===== src/sv/ic_pkg.sv =====
// shared types and constants of the inversion counter
`default_nettype none

package ic_pkg;

  localparam int MAX_ITEMS = 1024;
  localparam int IDX_W     = $clog2(MAX_ITEMS);
  localparam int CNT_W     = 19;
  localparam logic [CNT_W-1:0] COUNT_MAX = {CNT_W{1'b1}};

  typedef struct packed {
    logic signed [31:0] value;
    logic               last;
  } in_t;

  typedef struct packed {
    logic [CNT_W-1:0] pair_count;
    logic             too_many;
  } out_t;

  // one element travelling down the cell row with its partial count
  typedef struct packed {
    logic               valid;
    logic signed [31:0] value;
    logic               last;
    logic               dropped;
    logic [IDX_W-1:0]   idx;
    logic [IDX_W-1:0]   greater;
  } token_t;

endpackage

`default_nettype wire


===== src/sv/ic_cell.sv =====
// one cell of the row: holds one stored element and counts greater ones
`default_nettype none

module ic_cell (
  input  wire logic              clk,
  input  wire logic              rst_n,
  input  wire logic              advance,
  input  wire logic [ic_pkg::IDX_W-1:0] cell_idx,
  input  wire ic_pkg::token_t    tok_in,
  output ic_pkg::token_t         tok_out
);
  import ic_pkg::*;

  logic signed [31:0] elem_r;
  token_t             tok_r;
  token_t             tok_nxt;
  logic               hit;

  // only cells below the token's own slot hold earlier elements of its set
  assign hit = !tok_in.dropped && (cell_idx < tok_in.idx) && (elem_r > tok_in.value);

  always_comb begin
    tok_nxt = tok_in;
    if (hit) begin
      tok_nxt.greater = tok_in.greater + IDX_W'(1);
    end
  end

  // only the valid bit is reset, the payload just follows it
  always_ff @(posedge clk) begin
    if (!rst_n) begin
      tok_r.valid <= 1'b0;
    end else if (advance) begin
      tok_r <= tok_nxt;
      if (tok_in.valid && !tok_in.dropped && (tok_in.idx == cell_idx)) begin
        elem_r <= tok_in.value;
      end
    end
  end

  assign tok_out = tok_r;

endmodule

`default_nettype wire


===== config.mk =====
export PLATFORM = sky130hd
export DESIGN_NAME = ic_cell
export DESIGN_NICKNAME = d
export VERILOG_FILES = /design/src/sv/ic_pkg.sv /design/src/sv/ic_cell.sv
export SDC_FILE = /design/constraint.sdc
export NUM_CORES = 1
export LEC_CHECK = 0
export ABC_AREA = 1
export BUFFER_PORTS_ARGS = -buffer_cell sky130_fd_sc_hd__buf_2
export CORE_UTILIZATION = 50
export DETAILED_ROUTE_END_ITERATION = 6
export GPL_TIMING_DRIVEN = 0
export PLACE_DENSITY = 0.78
export SETUP_SLACK_MARGIN = 0.3
export SLEW_MARGIN = 25
export SYNTH_ARGS = -nofsm -noshare
export SYNTH_HDL_FRONTEND = slang
export SYNTH_SLANG_ARGS = --single-unit

===== constraint.sdc =====
create_clock -name clk -period 8.4 [get_ports clk]
set_clock_uncertainty 0.05 [all_clocks]
set_input_delay 1.68 -clock clk [delete_from_list [all_inputs] [get_ports clk]]
set_output_delay 1.68 -clock clk [all_outputs]
set_load 0.01 [all_outputs]

==> results.txt <==
----------------------------------------------------
[Timing]
  Number of max-slew violations in the final report ... 0
  Setup repair after global routing missed its margin ... no
  Period minus WS final ... 3.46 ns
  Final hold viol count ... 0
  Total negative slack ... 0 ns
  Worst slew slack as a fraction of its limit ... 54.8%
  Worst slew pin tran ... 0.679 ns
  Achievable frequency ... 0.289 GHz
  Share of the clock period used by the worst path ... 41.2%
  Endpoints failing setup ... 0
  Setup slack of the critical path after layout ... 4.94 ns

[Detailed routing]
  Vias ... 2,823
  Total Routed Length ... 7.51 mm
  Remaining antenna violation count after routing ... 0
  WL per Instance ... 12.9 microns
  Residual DRC ... 0
  Number of vias per cell after detailed routing ... 4.84
  Length of the first detailed-routing pass in iterations ... 4
  First DRT Iteration DRCs ... 87

[Synthesis]
  Synthesized-area fraction occupied by ao, oa, aoi and oai cells ... 3.47%
  Post-synthesis xor/xnor area fraction ... 1.72%
  Async set or reset register ratio after synthesis ... 0%
  Number of nets produced by synthesis ... 448
  Instance count of the mapped netlist ... 337
  Simple-gate portion of the synthesized area ... 12.2%
  Multiplexer area fraction after synthesis ... 0%
  Summed instance area of the synthesized netlist ... 4080 sq um
  Register bit count reported by yosys ... 87
  Part of the Yosys area used for sequential elements ... 63.8%
  Syn avg cell area ... 12.1 sq um
  Fraction of the mapped netlist area in adder cells ... 13.2%
  EDFF count, synth ... 86
  Synth unique cells ... 24
  Most used flip-flop cell after synthesis ... edfxtp_1
  Count of synthesis-stage warnings from yosys ... 0
  Combinational family with the most area after synthesis ... adder cells

[Final layout]
  Number of antenna cells inserted ... 0
  Count of filler cells inserted in the layout ... 629
  Final-stage net count ... 587
  Utilization after layout ... 64.8%
  Share of final-layout standard cells stronger than drive strength 1 ... 32.0%
  Post-route design area ... 5060 sq um
  Area Growth Syn to Fin ... 24.1%

[Pwr]
  Sequential share of power ... 55.8%
  Leakage ... 2.40 nW
  Cell Int Power ... 0.000679 W
  Final Power ... 0.000897 W
  Areal power density over the cells ... 177 nW/um^2
  Net switching power ... 0.000218 W
  Part of the power in combinational logic ... 11.2%
  Proportion of total power due to net switching ... 24.3%
  Worst VDD drop ... 0.0888 mV
  Share of total power in the clock network ... 33.0%

[Clock network]
  Post-CTS Repair Setup Buffers ... 0
  Root cell of the clock tree ... clkbuf_8
  Clock latency on the worst-skew pair ... 0.35 ns
  CTS resizes ... 0
  Sink count of the clock tree ... 87
  CTS max path bufs ... 2
  Number of hold-repair buffers added at the cts stage ... 0
  CTS tree ... built
  Maximum level of the CTS H-tree ... 3
  Clock slew at the register clock pins of the worst setup and hold paths ... 0.09 ns
  Number of buffers inserted during clock tree synthesis ... 9

[Global routing]
  Antenna violations before repair ... 0
  First-pass GRT wire length ... 12.4 mm
  Largest net degree at the start of global routing ... 56
  Vias in the first global route ... 2,758
  Final global-route overflow total ... 0
  Combined global-route utilization of all metal layers ... 18.9%

[Die]
  Count of pins on the block boundary ... 123
  Rows ... 32
  Total core area ... 7810 sq um
  Die Area ... 8520 sq um
  Effective utilization at floorplan ... 52.2%
  Die height ... 92.3 microns
  Die X ... 92.3 microns

[Setup path]
  Cells along the critical path ... buf_2, nand2_1, inv_4, nand2_1, nor4_2, buf_2, buf_2, buf_2
  Cell mode on critical path ... buf_2
  Endpoint class of the critical path ... flop
  Setup CP Type ... input port to flop
  Maximum fanout along the worst path ... 55
  Worst stage delay on the critical path ... 0.51 ns
  CP Data Arrival Time ... 3.47 ns
  Required time at the endpoint of the critical path ... 8.41 ns
  Highest-delay cell along the critical path ... inv_4
  Launching element type of the critical path ... input port

[Placed design]
  DPL Wire Length ... 5.76 mm
  Final weighted congestion in routability-driven placement ... 0.827
  Cell area after placement ... 4860 sq um
  Pre-CTS WS ... 4.49 ns
  Number of buffers inserted by port buffering ... 122

[Run]
  Max cap viols ... 0

[Min path]
  Min-delay worst type ... flop to flop

[Status]
  Result of the run ... finished clean

----------------------------------------------------
-- sequential cells by signal, summed over array words and instances, names as in the netlist --
name and cells:
elem_r 32, tok_out 55
-- through the flow --
step,std cells,hold slack (ns)
finish,583,0.438
global placement,561,0.403
floorplan,337,0.440
CTS,583,0.446
global route,583,0.488
detailed placement,567,0.433
-- worst paths after layout --
| path | slack [ns] | cells after the start | startpoint | endpoint |
|---|---|---|---|---|
| min reg2reg | 0.44 | 2 | tok_out[54] | tok_out[54] |
| max | 4.94 | 8 | rst_n | elem_r[14] |
| max reg2reg | 6.13 | 10 | elem_r[31] | tok_out[3] |
| min | 0.44 | 2 | tok_out[54] | tok_out[54] |
-- cells by family after synthesis --
group	count (synthesis)
compound gates	26
flops	87
xor+xnor	8
simple gates	113
fa+ha+maj	43
buf+inv	60
-- power groups by stage --
stage | registers, W | clock network [W] | logic, W
global route | 0.000502 | 0.000319 | 0.000114
global placement | 0.000511 | 0 | 0.0000972
detailed placement | 0.000511 | 0 | 0.000101
finish | 0.000500 | 0.000296 | 0.000101
CTS | 0.000501 | 0.000305 | 0.000102
floorplan | 0.000522 | 0 | 0.0000416
-- layer usage --
| layer | track usage (%) | vias up | wire length (microns) |
|---|---|---|---|
| met1 | 22.9 | 1277 | 3260 |
| met2 | 32.7 | 102 | 3680 |
| met3 | 6.16 | 9 | 476 |
| met4 | 4.82 | 0 | 95 |
| li1 | - | 1435 | - |
| met5 | 0 | - | 0 |
-- cells in the mapped netlist, types with 2 or more instances --
cell / instances / area share, %
edfxtp_1: 86 / 63
nand2_1: 68 / 6.3
inv_1: 59 / 5.4
ha_1: 43 / 13
a21oi_1: 19 / 2.3
nand3_1: 15 / 1.8
nor2_1: 12 / 1.1
nand4_1: 5 / 0.77
nor3_1: 4 / 0.49
xnor2_1: 4 / 0.86
xor2_1: 4 / 0.86
o21ai_0: 3 / 0.37
nand2_2: 2 / 0.31
nor2_2: 2 / 0.31
o21a_1: 2 / 0.37
-- critical path: cells and delay by family --
kind / cells / cell delay [ns]
and+or+nand+nor: 3 / 0.53
buffers and inverters: 5 / 1.27
-- cells in the final DEF (no fill, tap or decap) --
master and n:
buf_2 127, edfxtp_1 86, nand2_1 68, inv_1 58, ha_1 43, a21oi_1 19
nand3_1 15, nor2_1 12, clkbuf_8 9, nand4_1 5, nor3_1 4, xnor2_1 4
xor2_1 4, inv_6 4, o21ai_0 3, nor2_2 2, nand2_2 2, o21a_1 2
buf_4 2, a21o_1 1, nand3_2 1, nor2_4 1, o2111ai_1 1, nand4_2 1
inv_4 1, nor4_2 1, nand3b_1 1, bufinv_16 1, clkinv_2 1, clkinvlp_4 1
dfxtp_1 1
-- cell type report --
type / count / area, sq um / area share, %
Timing Repair Buffer: 128 / 646 / 12.8
Clock inverter: 7 / 77.6 / 1.53
Sequential cell: 87 / 2600 / 51.4
Multi-Input combinational cell: 190 / 1250 / 24.8
Inverter: 59 / 224 / 4.43
Clock buffer: 9 / 124 / 2.45
Tap cell: 102 / 128 / 2.52
Buffer: 1 / 5.00 / 0.0989
No activity file was read; power rests on OpenSTA's default activity.
