$ cat src/sv/ic_pkg.sv
// shared types and constants of the inversion counter
`default_nettype none

package ic_pkg;

  localparam int MAX_ITEMS = 1024;
  localparam int IDX_W     = $clog2(MAX_ITEMS);
  localparam int CNT_W     = 19;
  localparam logic [CNT_W-1:0] COUNT_MAX = {CNT_W{1'b1}};

  typedef struct packed {
    logic signed [31:0] value;
    logic               last;
  } in_t;

  typedef struct packed {
    logic [CNT_W-1:0] pair_count;
    logic             too_many;
  } out_t;

  // one element travelling down the cell row with its partial count
  typedef struct packed {
    logic               valid;
    logic signed [31:0] value;
    logic               last;
    logic               dropped;
    logic [IDX_W-1:0]   idx;
    logic [IDX_W-1:0]   greater;
  } token_t;

endpackage

`default_nettype wire

$ cat src/sv/ic_total.sv
// end of the row: running total, overflow flag and result register
`default_nettype none

module ic_total (
  input  wire logic           clk,
  input  wire logic           rst_n,
  input  wire logic           advance,
  input  wire ic_pkg::token_t tok_in,
  input  wire logic           out_ready,
  output logic                out_valid,
  output ic_pkg::out_t        out_data
);
  import ic_pkg::*;

  logic [CNT_W-1:0] total_r;
  logic [CNT_W-1:0] total_nxt;
  logic             ovf_r;
  logic             out_valid_r;
  out_t             out_data_r;
  logic [CNT_W:0]   sum;

  assign sum = {1'b0, total_r} + (CNT_W+1)'(tok_in.greater);

  always_comb begin
    if (tok_in.dropped) begin
      total_nxt = total_r;
    end else if (sum > {1'b0, COUNT_MAX}) begin
      total_nxt = COUNT_MAX;
    end else begin
      total_nxt = sum[CNT_W-1:0];
    end
  end

  always_ff @(posedge clk) begin
    if (!rst_n) begin
      total_r     <= '0;
      ovf_r       <= 1'b0;
      out_valid_r <= 1'b0;
    end else begin
      // a new result may load in the same cycle the old one transfers
      if (advance && tok_in.valid && tok_in.last) begin
        out_valid_r <= 1'b1;
      end else if (out_ready) begin
        out_valid_r <= 1'b0;
      end
      if (advance && tok_in.valid) begin
        if (tok_in.last) begin
          total_r <= '0;
          ovf_r   <= 1'b0;
        end else begin
          total_r <= total_nxt;
          ovf_r   <= ovf_r | tok_in.dropped;
        end
      end
    end
  end

  always_ff @(posedge clk) begin
    if (advance && tok_in.valid && tok_in.last) begin
      out_data_r.pair_count <= total_nxt;
      out_data_r.too_many   <= ovf_r | tok_in.dropped;
    end
  end

  assign out_valid = out_valid_r;
  assign out_data  = out_data_r;

endmodule

`default_nettype wire

$ cat config.mk
export PLATFORM = sky130hd
export DESIGN_NAME = ic_total
export DESIGN_NICKNAME = d
export VERILOG_FILES = /design/src/sv/ic_pkg.sv /design/src/sv/ic_total.sv
export SDC_FILE = /design/constraint.sdc
export NUM_CORES = 1
export LEC_CHECK = 0
export ABC_CLOCK_PERIOD_IN_PS = 2700
export BUFFER_PORTS_ARGS = -buffer_cell sky130_fd_sc_hd__buf_4
export CORE_ASPECT_RATIO = 1.25
export CORE_MARGIN = 2
export CORE_UTILIZATION = 35
export DETAILED_ROUTE_END_ITERATION = 12
export HOLD_SLACK_MARGIN = 0.12
export PLACE_DENSITY = 0.67
export SLEW_MARGIN = 20
export SYNTH_ARGS = -nofsm -noshare
export SYNTH_HDL_FRONTEND = slang
export SYNTH_SLANG_ARGS = --single-unit
$ cat constraint.sdc
create_clock -name clk -period 2.7 [get_ports clk]
set_clock_uncertainty 0.1 [all_clocks]
set_input_delay 0.135 -clock clk [delete_from_list [all_inputs] [get_ports clk]]
set_output_delay 0.135 -clock clk [all_outputs]
set_load 0.005 [all_outputs]
==> summary.md <==
| Metric | Value |
|---|---|
| Status | finished clean |
| Worst skew pair latency | 0.30 ns |
| Sw power | between 0.3 and 0.4 mW |
| Post-synth ARST share | 0% |
| Final Cycle Share | between 80% and 90% |
| Worst Path Max Fanout | 7 |
| Combinational share of power | 12.4% |
| Worst hold-check path type | input port to flip-flop |
| Vias per Instance | between 5 and 6 |
| CTS root buf | clkbuf_8 |
| RSZ-0062 raised after global routing | false |
| Commonest non-fill, non-tap cell in the layout | buf_4 |
| Aggregate global routing overflow | 0 |
| Final setup margin | between 0.2 and 0.3 ns |
| Post-Syn Instances | about 250 |
| Slew HR | roughly two thirds |
| Internal power | between 0.9 and 1 mW |
| Die Span Y | 96.8 um |
| Num CTS Buffers | 5 |
| Initial antenna violation count | 0 |
| Max Freq | roughly 410 MHz |
| Clock Pin Slew Worst Setup and Hold Paths | 0.08 ns |
| Drt total wl | roughly 5.2 mm |
| Sequential fraction of the synthesis area | between 40% and 50% |
| Clock buffer depth | 2 |
| Worst slew pin tran | approximately 0.52 ns |
| Starting Density | between 30 and 40% |
| Vias | roughly 2000 |
| Hold Fails Final Rpt | 0 |
| Predominant post-synthesis flop cell | dfxtp_1 |
| ANT nets after route | 0 |
| Post-place instance area | around 2800 um^2 |
| Critical path startpoint category | flip-flop |
| TritonCTS clock tree | built |
| Max-cap violations | 0 |
| Critical path type | flip-flop to flip-flop |
| Wire length per cell | 13.9 um |
| Detailed-route DRC error count | 0 |
| FP Rows | 33 |
| Vias in the first global route | 1909 |
| Register share of total power | a little under three fifths |
| Layout cell share with drive strength beyond 1 | 25.1% |
| Filler cell count in the final layout | 668 |
| Largest net degree at the start of global routing | 25 |
| Critical Path AT | around 2.5 ns |
| Place WS | ~0.18 ns |
| Pins Over Slew Limit | 0 |
| Hold slack final | about 0.18 ns |
| EDFF count, synth | 20 |
| Synth Area per Inst | between 9 and 10 um^2 |
| I/O pins | 80 |
| Die area | between 7000 and 8000 um^2 |
| Cells after DPL | between 300 and 400 |
| IO buf count | 37 |
| Lkg Pwr | between 1 and 1.5 nW |
| Finished Layout Cells | between 300 and 400 |
| Net Sw Frac | between 20% and 30% |
| Die width | a little under 80 um |
| Worst endpoint required time | about 2.8 ns |
| Cell area after layout | 2880 um^2 |
| Post-layout util | between 40 and 50% |
| Power Total | 1.21 mW |
| Final setup TNS | 0 ns |
| First-pass DRT Iterations | 4 |
| First-pass GRT wire length | about 8.7 mm |
| Final nets | 360 |
| Post-layout min period | ~2.4 ns |
| P per Cell Area | 420 nW/um^2 |
| Mapped Nets | around 320 |
| Synthesized flop and latch total | 41 |
| Final setup violation count | 0 |
| DP HPWL | about 3.8 mm |
| Yosys cell types | 56 |
| Synthesis Warnings | 0 |
| Antenna Diode Count | 0 |
| Clock share of power | between 30% and 40% |
| Total core area | roughly 6600 um^2 |
| GRT Util Overall | 14.3% |
| Peak VDD IR | around 210 uV |
| CP endpoint kind | flip-flop |
| H-tree Lvls | 2 |
| Clk sinks | between 40 and 50 |
| Commonest non-fill, non-tap cells in the layout | 40 x buf_4, 30 x nand2_1, 21 x dfxtp_1 |
| Layout area overhead | 19.3% |
| Area of the mapped netlist | between 2000 and 2500 um^2 |
| Drt first-iter violations | 122 |
| RePlAce Congestion | 0.788 |
cell families (layout without fill, tap and decap cells):
kind of cell / after synthesis / in the layout / share of synthesized area, %
buf+inv: 22 / 64 / 4.66
xor+xnor: 7 / 7 / 2.54
fa+ha+maj: 11 / 11 / 6.01
simple gates: 86 / 86 / 19.1
compound gates: 75 / 75 / 22.2
flops: 41 / 41 / 42.3
mux: 7 / 7 / 3.21
synthesized netlist by cell type (all sizes together) (2+ instances only):
| library cell | number | area (um^2) |
|---|---|---|
| nand2 | 31 | 119 |
| a21oi | 22 | 151 |
| dfxtp | 21 | 420 |
| edfxtp | 20 | 601 |
| o21ai | 17 | 100 |
| inv | 12 | 45.0 |
| ha | 10 | 125 |
| a31oi | 8 | 50.1 |
| nand3 | 8 | 45.0 |
| nor3 | 8 | 40.0 |
| a21o | 6 | 45.0 |
| and2 | 6 | 40.0 |
| and3 | 6 | 38.8 |
| buf | 6 | 52.5 |
| mux2 | 6 | 67.6 |
| nor2 | 6 | 22.5 |
| nand2b | 5 | 31.3 |
| a21boi | 4 | 30.0 |
| a311oi | 4 | 35.0 |
| clkbuf | 4 | 15.0 |
| xor2 | 4 | 35.0 |
| a22o | 3 | 26.3 |
| and4 | 3 | 28.8 |
| nor3b | 3 | 22.5 |
| o211ai | 3 | 22.5 |
| xnor2 | 3 | 26.3 |
| a31o | 2 | 17.5 |
| a41oi | 2 | 17.5 |
| nand4 | 2 | 12.5 |
| nor2b | 2 | 20.0 |
| or2 | 2 | 12.5 |
| or3 | 2 | 12.5 |
worst paths after layout:
| kind | startpoint | endpoint | slack (ns) | cells after the start |
|---|---|---|---|---|
| max | total_r[0] | out_data[17] | 0.28 | 9 |
| min | tok_in[0] | out_data[1] | 0.18 | 4 |
| max reg2reg | total_r[0] | out_data[17] | 0.28 | 9 |
| min reg2reg | total_r[6] | total_r[6] | 0.36 | 2 |
final cells by class:
class,count,area [um^2],area share (%)
Clock buffer,5,68.8,2.39
Clock inverter,3,12.5,0.435
Inverter,12,45.0,1.56
Multi-Input combinational cell,186,1280,44.5
Sequential cell,41,1020,35.5
Tap cell,87,109,3.78
Timing Repair Buffer,44,340,11.8
sequential cells by signal, summed over array words and instances, names as in the netlist:
| register | cells |
|---|---|
| out_data | 20 |
| total_r | 19 |
| out_valid | 1 |
| ovf_r | 1 |
power by group through the flow:
stage	Combinational (mW)	Clock (mW)	Sequential, mW
after detailed placement	0.147	0	0.686
after global placement	0.146	0	0.686
final	0.151	0.388	0.672
after floorplan	0.0892	0	0.687
after CTS	0.152	0.398	0.672
after global routing	0.169	0.427	0.673
what timing repair did:
action,4_1_cts,5_1_grt
setup endpoints to repair,0,4
setup buffers,0,0
endpoints found under the hold margin,3,0
hold buffers,4,0
resized for setup,0,1
worst max-delay path: stages (launching register included):
cell      delay, ns
dfxtp_1        0.35
ha_1           0.22
inv_1          0.07
fa_1           0.37
nand2b_1       0.20
a21o_1         0.21
a21oi_2        0.19
nor2_1         0.15
or3_1          0.33
nand3_1        0.09
per-layer routing:
layer	track usage, %	part of all wire, %
met1	17.0	44
met2	25.2	52
met3	2.52	2.6
met4	5.67	1.9
met5	0	0
(Power assumes the default switching activity.)
